<file path="config.mk">
export PLATFORM = sky130hd
export DESIGN_NAME = sha256_stream_hasher
export DESIGN_NICKNAME = d
export VERILOG_FILES = /design/src/hdl/sha_pkg.sv /design/src/hdl/sha_core.sv /design/src/hdl/sha256_stream_hasher.sv
export SDC_FILE = /design/constraint.sdc
export NUM_CORES = 2
export LEC_CHECK = 0
export CAP_MARGIN = 20
export CELL_PAD_IN_SITES_DETAIL_PLACEMENT = 0
export CELL_PAD_IN_SITES_GLOBAL_PLACEMENT = 1
export CORE_MARGIN = 2
export CORE_UTILIZATION = 35
export DETAILED_ROUTE_END_ITERATION = 10
export DONT_BUFFER_PORTS = 1
export MAX_ROUTING_LAYER = met4
export PLACE_DENSITY = 0.68
export RECOVER_POWER = 25
export SETUP_SLACK_MARGIN = 0.02
export SLEW_MARGIN = 20
export SYNTH_ARGS = -nofsm -noshare
export SYNTH_HDL_FRONTEND = slang
export SYNTH_HIERARCHICAL = 1
export SYNTH_SLANG_ARGS = --single-unit
</file>
<file path="constraint.sdc">
create_clock -name clk -period 24 [get_ports clk]
set_input_delay 6 -clock clk [delete_from_list [all_inputs] [get_ports clk]]
set_output_delay 6 -clock clk [all_outputs]
set_load 0.01 [all_outputs]
</file>
<file path="src/hdl/sha_pkg.sv">
// ----------------------------------------------------------------------------
// sha_pkg
// Shared types, constants and round functions for the SHA-256 stream hasher.
// ----------------------------------------------------------------------------
package sha_pkg;

	typedef struct packed {
		logic       op;
		logic [7:0] data_byte;
	} sha_in_t;

	typedef struct packed {
		logic [31:0] digest_word;
		logic [2:0]  word_index;
		logic        last;
	} sha_out_t;

	typedef struct packed {
		logic start;
		logic busy;
		logic done;
	} sha_ctl_t;

	localparam logic OP_ABSORB = 1'b0;
	localparam logic OP_FINISH = 1'b1;

	localparam logic [7:0] PAD_BYTE = 8'h80;
	localparam logic [5:0] LEN_POS  = 6'd56;

	localparam logic [255:0] H_INIT = {
		32'h6a09e667, 32'hbb67ae85, 32'h3c6ef372, 32'ha54ff53a,
		32'h510e527f, 32'h9b05688c, 32'h1f83d9ab, 32'h5be0cd19};

	function automatic logic [31:0] rotr(input logic [31:0] v, input int n);
		rotr = (v >> n) | (v << (32 - n));
	endfunction

	function automatic logic [31:0] round_k(input logic [5:0] i);
		logic [31:0] k;
		case (i)
			6'd0: k = 32'h428a2f98; 6'd1: k = 32'h71374491; 6'd2: k = 32'hb5c0fbcf;
			6'd3: k = 32'he9b5dba5; 6'd4: k = 32'h3956c25b; 6'd5: k = 32'h59f111f1;
			6'd6: k = 32'h923f82a4; 6'd7: k = 32'hab1c5ed5; 6'd8: k = 32'hd807aa98;
			6'd9: k = 32'h12835b01; 6'd10: k = 32'h243185be; 6'd11: k = 32'h550c7dc3;
			6'd12: k = 32'h72be5d74; 6'd13: k = 32'h80deb1fe; 6'd14: k = 32'h9bdc06a7;
			6'd15: k = 32'hc19bf174; 6'd16: k = 32'he49b69c1; 6'd17: k = 32'hefbe4786;
			6'd18: k = 32'h0fc19dc6; 6'd19: k = 32'h240ca1cc; 6'd20: k = 32'h2de92c6f;
			6'd21: k = 32'h4a7484aa; 6'd22: k = 32'h5cb0a9dc; 6'd23: k = 32'h76f988da;
			6'd24: k = 32'h983e5152; 6'd25: k = 32'ha831c66d; 6'd26: k = 32'hb00327c8;
			6'd27: k = 32'hbf597fc7; 6'd28: k = 32'hc6e00bf3; 6'd29: k = 32'hd5a79147;
			6'd30: k = 32'h06ca6351; 6'd31: k = 32'h14292967; 6'd32: k = 32'h27b70a85;
			6'd33: k = 32'h2e1b2138; 6'd34: k = 32'h4d2c6dfc; 6'd35: k = 32'h53380d13;
			6'd36: k = 32'h650a7354; 6'd37: k = 32'h766a0abb; 6'd38: k = 32'h81c2c92e;
			6'd39: k = 32'h92722c85; 6'd40: k = 32'ha2bfe8a1; 6'd41: k = 32'ha81a664b;
			6'd42: k = 32'hc24b8b70; 6'd43: k = 32'hc76c51a3; 6'd44: k = 32'hd192e819;
			6'd45: k = 32'hd6990624; 6'd46: k = 32'hf40e3585; 6'd47: k = 32'h106aa070;
			6'd48: k = 32'h19a4c116; 6'd49: k = 32'h1e376c08; 6'd50: k = 32'h2748774c;
			6'd51: k = 32'h34b0bcb5; 6'd52: k = 32'h391c0cb3; 6'd53: k = 32'h4ed8aa4a;
			6'd54: k = 32'h5b9cca4f; 6'd55: k = 32'h682e6ff3; 6'd56: k = 32'h748f82ee;
			6'd57: k = 32'h78a5636f; 6'd58: k = 32'h84c87814; 6'd59: k = 32'h8cc70208;
			6'd60: k = 32'h90befffa; 6'd61: k = 32'ha4506ceb; 6'd62: k = 32'hbef9a3f7;
			default: k = 32'hc67178f2;
		endcase
		round_k = k;
	endfunction

endpackage

</file>
<file path="src/hdl/sha_core.sv">
// ----------------------------------------------------------------------------
// sha_core
// Iterative SHA-256 compression: one round per cycle over a 16-word
// message schedule window, then the final add into the hash state.
// ----------------------------------------------------------------------------
module sha_core (
	input  logic                clk,
	input  logic                arst_n,
	input  logic                start,
	input  logic                init,
	input  logic [511:0]        block,
	output logic [255:0]        hash,
	output sha_pkg::sha_ctl_t   ctl
);
	import sha_pkg::*;

	logic [255:0] h_q;
	logic [31:0]  v_q [8];
	logic [31:0]  w_q [16];
	logic [5:0]   rnd_q;
	logic         busy_q;
	logic         done_q;

	logic [31:0] e, a, big1, ch, t1, big0, maj, t2, wn, s0, s1;

	always_comb begin
		e    = v_q[4];
		a    = v_q[0];
		big1 = rotr(e, 6) ^ rotr(e, 11) ^ rotr(e, 25);
		ch   = (e & v_q[5]) ^ (~e & v_q[6]);
		t1   = v_q[7] + big1 + ch + round_k(rnd_q) + w_q[0];
		big0 = rotr(a, 2) ^ rotr(a, 13) ^ rotr(a, 22);
		maj  = (a & v_q[1]) ^ (a & v_q[2]) ^ (v_q[1] & v_q[2]);
		t2   = big0 + maj;
		s0   = rotr(w_q[1], 7) ^ rotr(w_q[1], 18) ^ (w_q[1] >> 3);
		s1   = rotr(w_q[14], 17) ^ rotr(w_q[14], 19) ^ (w_q[14] >> 10);
		wn   = w_q[0] + s0 + w_q[9] + s1;
	end

	always_ff @(posedge clk or negedge arst_n) begin
		if (!arst_n) begin
			h_q    <= H_INIT;
			busy_q <= 1'b0;
			done_q <= 1'b0;
			rnd_q  <= '0;
		end else begin
			done_q <= 1'b0;
			if (init) begin
				h_q <= H_INIT;
			end
			if (start) begin
				busy_q <= 1'b1;
				rnd_q  <= '0;
			end else if (busy_q) begin
				rnd_q <= rnd_q + 6'd1;
				if (rnd_q == 6'd63) begin
					busy_q <= 1'b0;
					done_q <= 1'b1;
					for (int i = 0; i < 8; i++) begin
						h_q[255-32*i -: 32] <= h_q[255-32*i -: 32] +
							((i == 0) ? t1 + t2 : (i == 4) ? v_q[3] + t1 : v_q[i-1]);
					end
				end
			end
		end
	end

	always_ff @(posedge clk) begin
		if (start) begin
			for (int i = 0; i < 8; i++) v_q[i] <= h_q[255-32*i -: 32];
			for (int i = 0; i < 16; i++) w_q[i] <= block[511-32*i -: 32];
		end else if (busy_q) begin
			v_q[0] <= t1 + t2;
			v_q[1] <= v_q[0];
			v_q[2] <= v_q[1];
			v_q[3] <= v_q[2];
			v_q[4] <= v_q[3] + t1;
			v_q[5] <= v_q[4];
			v_q[6] <= v_q[5];
			v_q[7] <= v_q[6];
			for (int i = 0; i < 15; i++) w_q[i] <= w_q[i+1];
			w_q[15] <= wn;
		end
	end

	assign hash      = h_q;
	assign ctl.start = start;
	assign ctl.busy  = busy_q;
	assign ctl.done  = done_q;

endmodule

</file>
<file path="src/hdl/sha256_stream_hasher.sv">
// ----------------------------------------------------------------------------
// sha256_stream_hasher
// Streaming SHA-256 over a byte stream with a word-serial digest output.
// ----------------------------------------------------------------------------
// An absorb beat stores one byte in the buffer; the 64th byte of a block
// also starts the compression, and input is then not ready while the
// single shared round unit runs one round per cycle. A finish beat pads
// the buffer and compresses once, or twice when more than 55 bytes were
// buffered, then presents the eight digest words as eight output beats;
// input is not ready until the last one is taken. Afterward the hash state
// returns to the initial values.
module sha256_stream_hasher (
	input  logic               clk,
	input  logic               arst_n,
	input  logic               in_valid,
	output logic               in_ready,
	input  sha_pkg::sha_in_t   in_data,
	output logic               out_valid,
	input  logic               out_ready,
	output sha_pkg::sha_out_t  out_data
);
	import sha_pkg::*;

	localparam logic [2:0] ST_IDLE  = 3'd0;
	localparam logic [2:0] ST_COMP  = 3'd1;
	localparam logic [2:0] ST_PAD2  = 3'd2;
	localparam logic [2:0] ST_FIN   = 3'd3;
	localparam logic [2:0] ST_EMIT  = 3'd4;

	logic [2:0]   state_q;
	logic [31:0]  buf_q [16];
	logic [5:0]   fill_q;
	logic [63:0]  msg_q;
	logic [2:0]   widx_q;
	logic         go_q;
	logic         start;
	logic         init;
	logic [511:0] block;
	logic [255:0] hash;
	sha_ctl_t     ctl;
	logic         acc;
	logic         fin;
	logic [63:0]  bits;

	assign acc  = in_valid && in_ready;
	assign fin  = acc && (in_data.op == OP_FINISH);
	assign bits = {msg_q[60:0], 3'b000};
	assign in_ready = (state_q == ST_IDLE);

	always_comb begin
		for (int i = 0; i < 16; i++) block[511-32*i -: 32] = buf_q[i];
	end

	// buffer update and sequencing
	always_ff @(posedge clk or negedge arst_n) begin
		if (!arst_n) begin
			state_q <= ST_IDLE;
			fill_q  <= '0;
			msg_q   <= '0;
			widx_q  <= '0;
		end else begin
			case (state_q)
				ST_IDLE: begin
					if (acc && in_data.op == OP_ABSORB) begin
						fill_q <= fill_q + 6'd1;
						msg_q  <= msg_q + 64'd1;
						if (fill_q == 6'd63) state_q <= ST_COMP;
					end else if (fin) begin
						state_q <= (fill_q >= 6'd56) ? ST_PAD2 : ST_FIN;
					end
				end
				ST_COMP: if (ctl.done) state_q <= ST_IDLE;
				ST_PAD2: if (ctl.done) state_q <= ST_FIN;
				ST_FIN: if (ctl.done) begin
					state_q <= ST_EMIT;
					widx_q  <= '0;
				end
				ST_EMIT: if (out_ready) begin
					widx_q <= widx_q + 3'd1;
					if (widx_q == 3'd7) begin
						state_q <= ST_IDLE;
						fill_q  <= '0;
						msg_q   <= '0;
					end
				end
				default: state_q <= ST_IDLE;
			endcase
		end
	end

	always_ff @(posedge clk) begin
		if (acc && in_data.op == OP_ABSORB) begin
			buf_q[fill_q[5:2]][31-8*fill_q[1:0] -: 8] <= in_data.data_byte;
		end else if (fin) begin
			for (int i = 0; i < 64; i++) begin
				if (i == int'(fill_q)) begin
					buf_q[i/4][31-8*(i%4) -: 8] <= PAD_BYTE;
				end else if (i > int'(fill_q)) begin
					if (fill_q < LEN_POS && i >= 56)
						buf_q[i/4][31-8*(i%4) -: 8] <= bits[63-8*(i-56) -: 8];
					else
						buf_q[i/4][31-8*(i%4) -: 8] <= 8'h00;
				end
			end
		end else if (state_q == ST_PAD2 && ctl.done) begin
			for (int i = 0; i < 14; i++) buf_q[i] <= 32'h0;
			buf_q[14] <= bits[63:32];
			buf_q[15] <= bits[31:0];
		end
	end

	// start is registered, so it is raised once the buffer has settled
	always_ff @(posedge clk or negedge arst_n) begin
		if (!arst_n) begin
			go_q <= 1'b0;
		end else begin
			go_q <= (acc && in_data.op == OP_ABSORB && fill_q == 6'd63) || fin ||
				(state_q == ST_PAD2 && ctl.done);
		end
	end

	assign start = go_q;
	assign init  = (state_q == ST_EMIT) && out_ready && (widx_q == 3'd7);

	sha_core u_core (
		.clk    (clk),
		.arst_n (arst_n),
		.start  (start),
		.init   (init),
		.block  (block),
		.hash   (hash),
		.ctl    (ctl)
	);

	assign out_valid            = (state_q == ST_EMIT);
	assign out_data.digest_word = hash[255-32*widx_q -: 32];
	assign out_data.word_index  = widx_q;
	assign out_data.last        = (widx_q == 3'd7);

	ap_no_accept_busy: assert property (@(posedge clk) disable iff (!arst_n)
		ctl.busy |-> !in_ready) else $error("input accepted during compression");
	ap_emit_idle_core: assert property (@(posedge clk) disable iff (!arst_n)
		out_valid |-> !ctl.busy) else $error("digest shown while core busy");
	ap_last_wraps: assert property (@(posedge clk) disable iff (!arst_n)
		(out_valid && out_ready && out_data.last) |=> in_ready)
		else $error("no return to idle after last word");

endmodule

</file>
# == Yosys cells after proc, flatten, opt, wreduce, memory -nomap -nowiden ==
# Memories as Yosys holds them, arrays and structs flattened.
# Index checks and enable logic that the tools add are counted.
# totals
regBits,341
ram_bits,1280
romBits,2048
in_bits,13
out_inout_bits,38
word_cells,1207
memories,4
# classes
add_sub_neg,25
n_lt_le_gt_ge,65
n_eq_ne,78
shifts,3
muxes,818
n_bitwise,187
reduce_logical,18
# memory_table
memory,depth,width,rd,rd_ports_with_merged_regs,write_ports,line_no,rtl
(name not given),64,32,1,0,0,sha_pkg.sv:40,case (i)
buf_q,16,32,16,0,16,sha256_stream_hasher.sv:31,logic [31:0] buf_q [16];
u_core.w_q,16,32,16,0,16,sha_core.sv:19,logic [31:0] w_q [16];
u_core.v_q,8,32,8,0,8,sha_core.sv:18,logic [31:0] v_q [8];
# ops
cell,n
two-way mux 8 bit,135
two-way mux 256 bit,4
two-way mux 32 bit,27
two-way mux 1 bit,630
adder 32 bit,18
XOR 32 bit,9
variable part select 287 x 33 -> 32 bit,1
"equality test 6 bit, first input constant",32
"greater-than comparator 6 bit, first input constant",32
two-way mux 64 bit,3
bitwise AND 32 bit,5
OR 1 bit,159
case mux 64 bit (2 select lines),1
"equality test 5 x 6 -> 1 bit, first input constant",16
"greater-than comparator 5 x 6 -> 1 bit, first input constant",16
"adder 64 x 1 -> 64 bit, second input constant",1
"equality test 4 x 6 -> 1 bit, first input constant",8
"greater-than comparator 4 x 6 -> 1 bit, first input constant",8
"variable shift 8 x 34 -> 39 bit, first input constant",1
variable part select 8 x 34 -> 39 bit,1
negation 32 -> 34 bit,1
NOT 32 bit,1
OR 10 x 32 -> 32 bit,1
OR 13 x 32 -> 32 bit,1
45 further kinds,83

# == Longest topological paths before layout ==
# An unclocked memory read counts as a cell.
# depth
word_depth,13
mapped_depth,51
mapped_depth_nobuf,50

# == By module ==
# Netlist, hierarchy kept.
# by_module_without_submodules
module,n_inst,cells_each,area_each_um2,seq_area_each_um2
sha_core,1,7285,70084.7,29838.6
sha256_stream_hasher,1,2938,27081.0,13222.7

# == Worst setup path after synthesis ==
# OpenSTA, ideal clock, no wires.
# synth_timing
path_type,reg2reg
from,register go_q
to,"memory u_core.v_q[0][0], enable pin"
setup_time_ns,0.823
arrival_time_ns,10.267
required_time_ns,23.177
path_slack_ns,12.910
path_stages_with_launch,5
path_buffers,3
synth_period_minus_slack_ns,11.090
cell_sequence,dfrtp_1 > clkbuf_1 > clkbuf_1 > clkbuf_1 > or2_2
# synth_rtl
element,line_no,rtl
from (decl),sha256_stream_hasher.sv:35,logic go_q;
from (signal assigned),sha256_stream_hasher.sv:117,go_q <= (acc && in_data.op == OP_ABSORB && fill_q == 6'd63) || fin ||
to (decl),sha_core.sv:18,

==> run_results.csv <==
group,metric,value,unit
layout,syn_to_final_growth,10.0,%
synth,yosysWarnings,6,
clock_network,cts_buffers,191,
clock_network,cts-root-buf,"clkbuf_16",
synth,syn_inst,10200,
placed_design,gp_congestion,0.968,
timing,post-route-min-period,16.00,ns
global_routing,grt_max_degree,339,
clock_network,post-cts-setup-buffer-count,0,
clock_network,cts_resized,0,
detailed_routing,viasPerCell,5.59,
floorplan,rows,193,
timing,tns,0,ns
detailed_routing,drt_iter0_drc,7758,
synth,synth.net_count,10800,
layout,fill_cells,27500,
detailed_routing,route.detailed.wl_per_inst,25.5,µm
floorplan,core_area,0.276,mm²
timing,whs,0.445,ns
timing,maxSlewHeadroom,-6.02,
status,violations,"capacitance limit, slew limit",
clock_network,cts_tree,"done",
clock_network,clkTransAtPathRegs,0.06,ns
clock_network,clock_path_buffers,4,
layout,finish.net_count,10600,
worst_setup_path,crit_path_start_kind,"register",
global_routing,grt_pass1_wl,513000,µm
timing,finalCritPeriodShare,0.667,
floorplan,fp.dieW,531,µm
worst_setup_path,cp-startpoint,"go_q",
worst_setup_path,r2r-start,"go_q",
floorplan,die_h,531,µm
worst_setup_path,r2r_cells,5,
job,max_cap_viol_count,21,
timing,rsz0062_at_grt,"no",
worst_setup_path,crit_arrival,16.49,ns
global_routing,antenna_found_initial,4,
worst_setup_path,crit_fanout,149,
clock_network,clk_latency,0.92,ns
clock_network,ctsHtreeMaxLevel,4,
status,status,"finished, violations left",
timing,tightest_slew,10.53,ns
layout,layout-drive-gt1-share,0.100,
floorplan,die_area,0.282,mm²
clock_network,clock_sinks,1618,
global_routing,use_met1,0.328,
hold_path,min_path_type,"register to register",
timing,worst_clock_skew,0.102,ns
detailed_routing,drt-pass1-iter-count,8,
floorplan,start_util,0.352,
timing,setup_violations,0,
global_routing,grt_pass1_vias,74100,
synth,avgSynthCellArea,9.51,µm²
timing,report.final.slew_viol_count,1424,
global_routing,gr-total-overflow,0,
detailed_routing,wl,353000,µm
timing,fmax,62.5,MHz
placed_design,dp_hpwl,254000,µm
synth,mappedNetlistArea,0.0972,mm²
global_routing,grt_use_met2,0.400,
detailed_routing,ant_nets,0,
worst_setup_path,worst_ep_required_time,24.48,ns
worst_setup_path,critPathKind,"register to register",
global_routing,grt_util_met3,0.0363,
detailed_routing,drc_errors,0,
global_routing,grt-busiest-layer,"met2",
placed_design,io_buffers,0,
clock_network,cts_hold_buf,0,
timing,hold_viol,0,
worst_setup_path,critPathCaptureType,"register",
hold_path,min-delay-start,"u_core/w_q[5][1]",
floorplan,ios,51,
global_routing,grt_usage,0.252,
detailed_routing,num_vias,77300,
hold_path,hold-path-cell-count,2,
## final timing paths
path / to / slack, ns
max: u_core/w_q[5][5] / 8.00
min: u_core/w_q[4][1] / 0.45
max reg2reg: u_core/w_q[5][5] / 8.00
min reg2reg: u_core/w_q[4][1] / 0.45
max in group asynchronous: u_core/hash[245] / 18.17
min in group asynchronous: u_core/hash[6] / 4.98
## layout by cell type (no fill, tap or decap), types with 334 or more instances in the layout
cell type and count:
dfxtp_1 400, a21oi_1 706, o21ai_0 551, nand2_1 2247, xnor2_1 395, nor2_1 501, edfxtp_1 880, inv_1 334
nand3_1 365, ha_1 408
## critical path, stage by stage, from the launching register on
cell      delay (ns)
dfrtp_1         1.23
or2_0           2.40
clkbuf_1        7.44
clkbuf_1        2.49
buf_4           0.91
buf_4           0.67
## area by class of cell
class / instances / area [µm²] / share of cell area
diodes: 8 / 20.0 / 0.000187
clock buffers: 280 / 5540 / 0.0518
clock inverters: 65 / 588 / 0.00550
inverters: 342 / 1300 / 0.0122
multi-input cells: 7675 / 50700 / 0.475
flip-flops and latches: 1618 / 43100 / 0.403
well taps: 3705 / 4640 / 0.0434
repair buffers: 141 / 991 / 0.00927
## state kept, by name, summed over array words and instances (netlist names)
name           cells
go_q               1
fill_q             6
u_core/rnd_q       6
u_core/hash      256
buf_q            512
u_core/busy_q      1
u_core/v_q       256
msg_q             61
u_core/w_q       512
state_q            3
widx_q             3
u_core/done_q      1
## per-stage QoR
step | worst slack (ns) | cells | utilization | instance area, µm²
final | 8.00 | 13800 | 0.387 | 107000
after global placement | 11.61 | 13500 | 0.365 | 101000
after global routing | 7.02 | 13800 | 0.387 | 107000
after floorplan | 12.94 | 10200 | - | 97200
after detailed placement | 11.95 | 13500 | 0.365 | 101000
after CTS | 11.88 | 13800 | 0.387 | 107000
## layer usage
layer / vias up / wire length [µm]
met1: 38500 / 151000
met3: 616 / 23800
met5: - / 0
li1: 35400 / -
met4: 0 / 13800
met2: 2854 / 164000
Power is left out: the tool's default activity adds up to more than one toggle a clock period on the data nets, which glitch-free logic cannot reach.
